==> config.mk <==
export PLATFORM = sky130hd
export DESIGN_NAME = crosspoint_switch_registers
export DESIGN_NICKNAME = d
export VERILOG_FILES = /design/src/rtl/xsr_pkg.sv /design/src/rtl/xsr_ctrl.sv /design/src/rtl/xsr_dp.sv /design/src/rtl/crosspoint_switch_registers.sv
export SDC_FILE = /design/constraint.sdc
export NUM_CORES = 1
export LEC_CHECK = 0
export BUFFER_PORTS_ARGS = -buffer_cell sky130_fd_sc_hd__buf_2
export CORE_MARGIN = 2
export CORE_UTILIZATION = 35
export CTS_BUF_LIST = sky130_fd_sc_hd__clkbuf_2
export CTS_CLUSTER_SIZE = 25
export DETAILED_ROUTE_END_ITERATION = 10
export PLACE_DENSITY = 0.59
export SYNTH_ARGS = -nofsm -noshare
export SYNTH_HDL_FRONTEND = slang
export SYNTH_SLANG_ARGS = --single-unit
==> constraint.sdc <==
create_clock -name i_clk -period 4.75 [get_ports i_clk]
set_clock_uncertainty 0.2 [all_clocks]
set_input_delay 0.95 -clock i_clk [delete_from_list [all_inputs] [get_ports i_clk]]
set_output_delay 0.95 -clock i_clk [all_outputs]
set_load 0.03 [all_outputs]
==> src/rtl/xsr_pkg.sv <==
// Shared types, constants and decode functions for the crosspoint switch registers.
package xsr_pkg;

    localparam int ROW_COUNT    = 12;
    localparam int COLUMN_COUNT = 8;
    localparam int TABLE_ROWS   = 12;
    localparam int ROW_W        = $clog2(TABLE_ROWS);
    localparam int COL_W        = 3;

    localparam logic [7:0] CLOSE_BIT = 8'h80;

    localparam logic [7:0] READBACK_TABLE [TABLE_ROWS] = '{
        8'h34, 8'h3c, 8'h74, 8'h7c, 8'h35, 8'h3d,
        8'h75, 8'h7d, 8'h36, 8'h3e, 8'h76, 8'h7e
    };

    localparam logic ACTION_WRITE    = 1'b0;
    localparam logic ACTION_READBACK = 1'b1;

    localparam logic STATUS_OK       = 1'b0;
    localparam logic STATUS_REJECTED = 1'b1;

    typedef struct packed {
        logic       action;
        logic [7:0] address_byte;
        logic [7:0] data_byte;
    } t_item;

    typedef struct packed {
        logic [7:0] read_data;
        logic       status;
    } t_result;

    // Controller to datapath commands.
    typedef struct packed {
        logic capture;
        logic execute;
    } t_dp_cmd;

    // Datapath to controller status.
    typedef struct packed {
        logic item_held;
    } t_dp_stat;

    typedef enum logic [0:0] {
        ST_IDLE,
        ST_EXEC
    } t_ctrl_state;

    typedef struct packed {
        logic             hit;
        logic [ROW_W-1:0] row;
    } t_row_sel;

    // Row code 0..5 -> rows 0..5, 8..13 -> rows 6..11; others reserved.
    function automatic t_row_sel decode_row(input logic [3:0] code);
        t_row_sel sel;
        sel.hit = 1'b0;
        sel.row = '0;
        if (code <= 4'd5) begin
            sel.hit = 1'b1;
            sel.row = ROW_W'(code);
        end else if (code >= 4'd8 && code <= 4'd13) begin
            sel.hit = 1'b1;
            sel.row = ROW_W'(code - 4'd2);
        end
        if (sel.hit && (int'(sel.row) >= ROW_COUNT)) begin
            sel.hit = 1'b0;
        end
        return sel;
    endfunction

    // Readback address to row, first match wins.
    function automatic t_row_sel lookup_row(input logic [7:0] addr);
        t_row_sel sel;
        sel.hit = 1'b0;
        sel.row = '0;
        for (int r = 0; r < ROW_COUNT; r++) begin
            if (!sel.hit && READBACK_TABLE[r] == addr) begin
                sel.hit = 1'b1;
                sel.row = ROW_W'(r);
            end
        end
        return sel;
    endfunction

endpackage

==> src/rtl/xsr_ctrl.sv <==
// Controller state machine: accept, execute, strobe the result.
module xsr_ctrl
    import xsr_pkg::*;
(
    input  logic     i_clk,
    input  logic     i_rst_n,
    input  logic     start,
    output logic     busy,
    output logic     o_done,
    output t_dp_cmd  o_cmd,
    input  t_dp_stat i_stat
);

    t_ctrl_state r_state, n_state;
    logic        r_done, n_done;

    always_ff @(posedge i_clk) begin
        if (!i_rst_n) begin
            r_state <= ST_IDLE;
            r_done  <= 1'b0;
        end else begin
            r_state <= n_state;
            r_done  <= n_done;
        end
    end

    always_comb begin
        n_state       = r_state;
        n_done        = 1'b0;
        o_cmd.capture = 1'b0;
        o_cmd.execute = 1'b0;
        busy          = 1'b1;
        case (r_state)
            ST_IDLE: begin
                busy = 1'b0;
                if (start) begin
                    o_cmd.capture = 1'b1;
                    n_state       = ST_EXEC;
                end
            end
            ST_EXEC: begin
                if (i_stat.item_held) begin
                    o_cmd.execute = 1'b1;
                    n_done        = 1'b1;
                end
                n_state = ST_IDLE;
            end
            default: begin
                n_state = ST_IDLE;
            end
        endcase
    end

    assign o_done = r_done;

endmodule

==> src/rtl/xsr_dp.sv <==
// Datapath: item register, pending and active switch latches, result register.
module xsr_dp
    import xsr_pkg::*;
(
    input  logic     i_clk,
    input  logic     i_rst_n,
    input  t_item    i_item,
    input  t_dp_cmd  i_cmd,
    output t_dp_stat o_stat,
    output t_result  o_result
);

    t_item      r_item;
    logic       r_held;
    logic [7:0] r_pending [TABLE_ROWS];
    logic [7:0] r_active  [TABLE_ROWS];
    logic [7:0] n_pending [TABLE_ROWS];
    logic [7:0] n_active  [TABLE_ROWS];
    t_result    r_result, n_result;

    t_row_sel         wr_sel;
    t_row_sel         rd_sel;
    logic [COL_W-1:0] col;
    logic             col_ok;
    logic             wr_ok;
    logic [7:0]       col_bit;

    always_ff @(posedge i_clk) begin
        if (!i_rst_n) begin
            r_held <= 1'b0;
        end else if (i_cmd.capture) begin
            r_held <= 1'b1;
        end
    end

    always_ff @(posedge i_clk) begin
        if (i_cmd.capture) begin
            r_item <= i_item;
        end
    end

    always_comb begin
        wr_sel  = decode_row(r_item.address_byte[6:3]);
        rd_sel  = lookup_row(r_item.address_byte);
        col     = r_item.address_byte[COL_W-1:0];
        col_ok  = (int'(col) < COLUMN_COUNT);
        wr_ok   = (r_item.action == ACTION_WRITE) && wr_sel.hit && col_ok;
        col_bit = 8'(1) << col;

        n_pending = r_pending;
        n_active  = r_active;
        n_result.read_data = 8'h00;
        n_result.status    = STATUS_REJECTED;

        if (r_item.action == ACTION_READBACK) begin
            if (rd_sel.hit) begin
                n_result.read_data = r_active[rd_sel.row];
                n_result.status    = STATUS_OK;
            end
        end else if (wr_ok) begin
            if ((r_item.address_byte & CLOSE_BIT) != 8'h00) begin
                n_pending[wr_sel.row] = r_pending[wr_sel.row] | col_bit;
            end else begin
                n_pending[wr_sel.row] = r_pending[wr_sel.row] & ~col_bit;
            end
            // load strobe: copy every pending latch into the active switches
            if (r_item.data_byte[0]) begin
                for (int r = 0; r < ROW_COUNT; r++) begin
                    n_active[r] = n_pending[r];
                end
            end
            n_result.status = STATUS_OK;
        end
    end

    always_ff @(posedge i_clk) begin
        if (!i_rst_n) begin
            for (int r = 0; r < TABLE_ROWS; r++) begin
                r_pending[r] <= 8'h00;
                r_active[r]  <= 8'h00;
            end
        end else if (i_cmd.execute) begin
            r_pending <= n_pending;
            r_active  <= n_active;
        end
    end

    always_ff @(posedge i_clk) begin
        if (i_cmd.execute) begin
            r_result <= n_result;
        end
    end

    assign o_stat.item_held = r_held;
    assign o_result         = r_result;

endmodule

==> src/rtl/crosspoint_switch_registers.sv <==
// Top level of the crosspoint switch register block.
// An item taken at an edge is executed in the next cycle; its result is then
//   registered onto o_result, with o_done high for one cycle.
// The controller's two-state loop takes no new item while one is executing;
//   busy drops while a result strobes, so the next item can overlap it.
// Reset (i_rst_n low, synchronous): all switches open, controller idle.
// The receiver cannot stall: each result is shown for exactly one cycle.
module crosspoint_switch_registers
    import xsr_pkg::*;
(
    input  logic    i_clk,
    input  logic    i_rst_n,
    input  logic    start,
    output logic    busy,
    input  t_item   i_item,
    output logic    o_done,
    output t_result o_result
);

    // command and status between controller and datapath
    t_dp_cmd  dp_cmd;
    t_dp_stat dp_stat;

    xsr_ctrl u_ctrl (
        .i_clk   (i_clk),
        .i_rst_n (i_rst_n),
        .start   (start),
        .busy    (busy),
        .o_done  (o_done),
        .o_cmd   (dp_cmd),
        .i_stat  (dp_stat)
    );

    // item register, switch latches and result register
    xsr_dp u_dp (
        .i_clk    (i_clk),
        .i_rst_n  (i_rst_n),
        .i_item   (i_item),
        .i_cmd    (dp_cmd),
        .o_stat   (dp_stat),
        .o_result (o_result)
    );

endmodule

==> flow_summary_export.csv, run 1 <==
group,metric,value,unit
outcome,status,"complete, no violations",
grt,grt_pass1_wl,47500,um
final_layout,layout-drive-gt1-share,13.6,%
cts,clock-sinks,214,
final_layout,final_cells,1618,
place,place_area,10800,um^2
detailed_routing,vias_per_cell,5.46,
final_layout,fin_area,11400,um^2
sta,rsz0062_at_grt,"no",
critical_path,crit_arrival,4.05,ns
cts,clkLatencyLatePin,0.86,ns
cts,cts-resized-gates,0,
detailed_routing,vias,8835,
final_layout,finish.utilization,38.4,%
detailed_routing,routed_wirelength,30600,um
sta,tns,0,ns
sta,min_period_over_period,77.8,%
place,port_buffers,23,
power,peakVddDrop,0.137,mV
cts,htreeDepth,2,
detailed_routing,met1_length,14000,um
critical_path,crit_buf_inv,1,
cts,clock-root-buffer,"clkbuf_2",
synthesis,synth-seq-cells,214,
critical_path,start_kind,"register",
critical_path,path_delay_family,"compound AO/OA/AOI/OAI gates",
detailed_routing,dr_wl_met3,1800,um
synthesis,yosys_warnings,0,
critical_path,cp_slowest_cell,"edfxtp_1",
grt,grt_max_degree,103,
detailed_routing,top_layer_used,"met4",
die,start_util,35.5,%
die,die_x,177,um
final_layout,syn2layout_area_growth,8.08,%
cts,cts_setup_buffers,0,
detailed_routing,detail_route.iter0.violations,721,
synthesis,synthArstFlopShare,0,%
sta,slew_viol_final,0,
sta,slew_headroom,36.3,%
critical_path,slowest_delay,0.70,ns
cts,clkTransAtPathRegs,0.11,ns
die,coreArea,29600,um^2
detailed_routing,postRouteAntennaNets,0,
critical_path,critPathCaptureType,"register",
place,numPlacedInstances,1522,
detailed_routing,detailedRoute.firstPassIterationCount,7,
critical_path,critPathRequiredTime,5.11,ns
critical_path,crit_type,"register to register",
grt,track_usage,19.5,%
synthesis,syn_area,10500,um^2
synthesis,synth_edf_count,19,
sta,period_minus_slack,3.69,ns
cts,cts_tree,"yes",
die,io_pins,31,
die,die_h,177,um
final_layout,nets,1211,
synthesis,ys_seq_area_share,42.6,%
synthesis,synth_area_per_cell,8.79,um^2
cts,cts_buffers,55,
detailed_routing,drc,0,
synthesis,synth_flop_cell,"dfxtp_1",
die,dieArea,31400,um^2
synthesis,syn_inst,1195,
grt,grt_overflow_total,0,
sta,hold_violations,0,
grt,antenna_found_initial,2,
cts,clockBufferDepth,3,
sta,fmax,271,MHz
place,dp_hpwl,19800,um
detailed_routing,wl_per_cell,18.9,um
detailed_routing,met2_length,14300,um
sta,worstMarginPinSlew,0.954,ns
power,powerDensity,296,nW/um^2
critical_path,r2r_slack,1.06,ns
critical_path,critPathMaxFanout,28,
cts,hold_buffers,0,
die,num_rows,63,
synthesis,syn-num-nets,1217,
flow_run,cap_violations,0,
place,routabilityCongestion,0.912,
synthesis,ys_types,52,
critical_path,crit_chain,"ha_1 > and3b_1 > and3_1 > buf_4 > mux2i_1 > o22ai_1 > a2111oi_0 > nor2_1",
min_path,hold_path_class,"input pin to register",
power,p_leak,5.19,nW
sta,setup_violations,0,
grt,first_global_vias,8283,
-- worst paths after layout --
path	endpoint	cells after the start	from
setup / recovery	u_dp.o_result[5]	8	u_dp.r_item[13]
hold / removal	u_dp.r_item[11]	1	i_item[11]
setup reg to reg	u_dp.o_result[5]	8	u_dp.r_item[13]
hold reg to reg	u_dp.o_stat	1	u_dp.o_stat
-- synth_stat cells (2+ instances only) --
master | number | area [um^2]
a21boi_0 | 2 | 15.0
inv_1 | 4 | 15.0
nor3b_1 | 3 | 22.5
buf_4 | 8 | 60.1
edfxtp_1 | 19 | 571
o21ai_0 | 167 | 836
a21boi_1 | 3 | 22.5
o22ai_1 | 20 | 125
clkbuf_2 | 8 | 40.0
buf_1 | 3 | 11.3
nor4bb_1 | 2 | 20.0
nor3_1 | 4 | 20.0
o211a_1 | 72 | 721
mux2_2 | 4 | 45.0
dfxtp_1 | 195 | 3900
a2111oi_0 | 7 | 61.3
a21oi_1 | 134 | 671
nand4_1 | 2 | 12.5
and2_1 | 79 | 494
and3b_1 | 2 | 17.5
clkbuf_1 | 76 | 285
mux2i_1 | 104 | 1040
and3_1 | 4 | 25.0
or3_1 | 2 | 12.5
a211oi_1 | 8 | 60.1
nand2_1 | 145 | 544
nor2_1 | 12 | 45.0
buf_2 | 13 | 65.1
o31ai_2 | 5 | 62.6
buf_6 | 4 | 45.0
ha_1 | 2 | 25.0
nor2b_1 | 35 | 219
nand3_1 | 19 | 95.1
o221ai_1 | 6 | 52.6
o21ai_1 | 4 | 20.0
o22a_1 | 2 | 17.5
-- per-layer routing --
metal / track usage (%) / vias to the layer above
met1: 26.0 / 4235
met5: 0 / -
met3: 3.48 / 44
met4: 5.79 / 0
li1: - / 4293
met2: 32.1 / 263
-- registers in the layout, summed over array words and instances (netlist names) --
signal	flops
u_dp.r_active	96
u_dp.r_pending	96
u_dp.o_result	9
u_dp.r_item	7
u_dp.col	3
u_ctrl.o_done	1
u_ctrl.r_state	1
u_dp.o_stat	1
-- cell families after synthesis --
kind of cell / count (synthesis) / synth area share (%)
AOI/OAI and AO/OA: 441 / 26.9
and+or+nand+nor: 313 / 14.9
DFF: 214 / 42.6
buffers and inverters: 117 / 5.11
muxes: 108 / 10.3
adders and majority gates: 2 / 0.238
-- cell type report --
class | instances | area (um^2)
Inverter | 4 | 15.0
Clock buffer | 92 | 460
Antenna cell | 1 | 2.50
Sequential cell | 214 | 4470
Tap cell | 390 | 488
Multi-Input combinational cell | 864 | 5510
Fill cell | 3043 | 18200
Timing Repair Buffer | 50 | 358
Clock inverter | 3 | 38.8
-- placed cells by master, fill, tap and decap left out, types with 2 or more instances in the layout --
cell type	count
and3b_1	2
clkbuf_2	92
o21ai_1	4
nor2b_1	35
edfxtp_1	19
and3_1	4
o21ai_0	167
nand3_1	19
and2_1	78
ha_1	2
a21boi_0	2
o22ai_1	20
nor3b_1	3
buf_2	22
nor2_1	12
buf_4	25
o31ai_2	5
a21boi_1	2
o211a_1	72
a2111oi_0	7
buf_12	3
o221ai_1	6
dfxtp_1	195
mux2_2	4
mux2i_1	104
a211oi_1	8
nor3_1	4
inv_1	4
nand2_1	144
nand4_1	2
o22a_1	2
or3_1	2
a21oi_1	134
-- power breakdown --
group	leakage [nW]	switching (W)	internal (W)
Sequential	1.74	0.0000172	0.00184
Combinational	3.04	0.000149	0.0000662
Clock	0.404	0.000747	0.000550
-- through the flow --
step	setup WS [ns]	total power, W	hold WS [ns]
3_5_place_dp	1.14	0.00211	0.260
5_1_grt	0.816	0.00351	0.0324
2_1_floorplan	2.03	0.00204	0.246
4_1_cts	1.11	0.00340	0.0173
6_report	1.06	0.00336	0.106
3_3_place_gp	1.22	0.00211	0.255
Note: power is estimated with default switching activity, not from simulation.
==> run 2, diff against run 1 <==
clock period = 3.45 ns   (was 4.75 ns; I/O delays follow)
==> run 2 against run 1 <==
- cell count up 1.4%
- critical path type unchanged
- largest cell class unchanged
- combinational power up 49%
- sequential share of layout area down 0.73 points
- clock power up 30%
- routed wire length about the same
==> flow_summary_export.csv, run 2 (same netlist as run 1, synthesis figures left out) <==
group,metric,value,unit
power,powerDensity,394,nW/um^2
power,peakVddDrop,0.187,mV
critical_path,rr_startpoint,"u_dp.r_item[12]",
sta,slew_headroom,37.7,%
cts,clock-sinks,214,
critical_path,crit_arrival,3.51,ns
cts,htreeDepth,2,
critical_path,crit_start,"u_dp.r_item[12]",
place,port_buffers,23,
cts,clkTransAtPathRegs,0.10,ns
die,die_h,177,um
final_layout,nets,1232,
detailed_routing,detailedRoute.firstPassIterationCount,6,
cts,cts_tree,"yes",
die,dieArea,31400,um^2
critical_path,rr_worst_depth,8,
die,start_util,35.5,%
die,num_rows,63,
die,die_x,177,um
place,place_area,11000,um^2
detailed_routing,postRouteAntennaNets,0,
sta,period_minus_slack,3.13,ns
final_layout,final_cell_mix,"dfxtp_1 (195), o21ai_0 (167), nand2_1 (144), a21oi_1 (134), mux2i_1 (104)",
outcome,status,"complete, no violations",
sta,setup_violations,0,
sta,min_period_over_period,90.8,%
grt,grt_max_degree,196,
grt,first_global_vias,8281,
cts,clockBufferDepth,3,
min_path,holdPathEnd,"u_dp.r_pending[75]",
detailed_routing,wl_per_cell,18.7,um
place,routabilityCongestion,0.903,
sta,worstMarginPinSlew,0.933,ns
sta,fmax,319,MHz
min_path,holdPathStages,2,
min_path,hold_start,"u_dp.r_pending[75]",
min_path,hold_path_class,"register to register",
critical_path,crit_type,"register to register",
critical_path,critPathMaxFanout,9,
final_layout,final_cells,1641,
grt,grt_overflow_total,0,
power,p_leak,5.27,nW
flow_run,cap_violations,0,
critical_path,r2r_slack,0.32,ns
cts,clkLatencyLatePin,0.84,ns
sta,rsz0062_at_grt,"no",
die,io_pins,31,
die,coreArea,29600,um^2
critical_path,r2r_end,"u_dp.o_result[4]",
detailed_routing,vias,8884,
final_layout,syn2layout_area_growth,10.1,%
critical_path,critPathRequiredTime,3.83,ns
sta,hold_violations,0,
detailed_routing,vias_per_cell,5.41,
cts,cts_buffers,55,
grt,track_usage,19.4,%
grt,grt_pass1_wl,47200,um
critical_path,critPathCaptureType,"register",
cts,clock-root-buffer,"clkbuf_2",
detailed_routing,routed_wirelength,30600,um
sta,slew_viol_final,0,
place,numPlacedInstances,1533,
detailed_routing,detail_route.iter0.violations,635,
place,dp_hpwl,19900,um
final_layout,fin_area,11600,um^2
detailed_routing,drc,0,
cts,cts_setup_buffers,0,
final_layout,final_common_cell,"dfxtp_1",
final_layout,n_fill_cell,3034,
grt,antenna_found_initial,1,
critical_path,start_kind,"register",
final_layout,layout-drive-gt1-share,14.0,%
run 2: layer usage:
layer	GRT usage, %	part of all wire (%)	vias up
li1	-	-	4352
met4	6.82	2.8	0
met1	26.9	46	4212
met3	3.67	5.8	62
met5	0	0	-
met2	30.0	45	258
run 2: power by group:
part | internal (W) | leakage [nW] | switching [W]
clock network | 0.000663 | 0.376 | 0.00103
logic | 0.000107 | 3.15 | 0.000213
registers | 0.00253 | 1.74 | 0.0000165
total | 0.00330 | 5.27 | 0.00126
run 2: how the worst max path moves through the flow:
| stage | end | slack [ns] | cells after the start |
|---|---|---|---|
| after floorplan | u_dp.r_active[8] | 0.73 | 11 |
| after global placement | u_dp.o_result[4] | -0.04 | 8 |
| after detailed placement | u_dp.o_result[4] | 0.06 | 8 |
| after CTS | u_dp.o_result[4] | 0.10 | 8 |
| after global routing | u_dp.r_pending[45] | 0.08 | 10 |
| final | u_dp.o_result[4] | 0.32 | 8 |
run 2: repair_timing:
item,CTS,global route
endpoints found under the setup margin,0,1
resized for setup,0,2
hold endpoints to repair,10,0
hold buffers,10,0
run 2: through the flow:
step / utilization, % / hold WS (ns) / total power, W / worst slack (ns) / TNS, ns
3_3_place_gp: 37.2 / 0.257 / 0.00291 / -0.0419 / -0.0419
4_1_cts: 39.1 / 0.229 / 0.00461 / 0.104 / 0
6_report: 39.1 / 0.277 / 0.00456 / 0.318 / 0
3_5_place_dp: 37.2 / 0.264 / 0.00291 / 0.0600 / 0
5_1_grt: 39.1 / 0.252 / 0.00475 / 0.0836 / 0
2_1_floorplan: - / 0.246 / 0.00281 / 0.725 / 0
run 2: final cells by class:
class / instances / area (um^2) / share of cell area, %
Multi-Input combinational cell: 864 / 5520 / 47.7
Antenna cell: 4 / 10.0 / 0.0865
Tap cell: 390 / 488 / 4.22
Clock inverter: 5 / 22.5 / 0.195
Timing Repair Buffer: 71 / 591 / 5.11
Inverter: 4 / 15.0 / 0.130
Sequential cell: 214 / 4470 / 38.7
Clock buffer: 89 / 445 / 3.85
run 2: critical path, cell delays in order (launching register included):
cell and delay, ns:
edfxtp_1 0.37, ha_1 0.31, and3b_1 0.28, nand3_1 0.45, mux2i_1 0.32, a21oi_1 0.15, a2111oi_2 0.61, buf_4 0.20
nor2_1 0.04
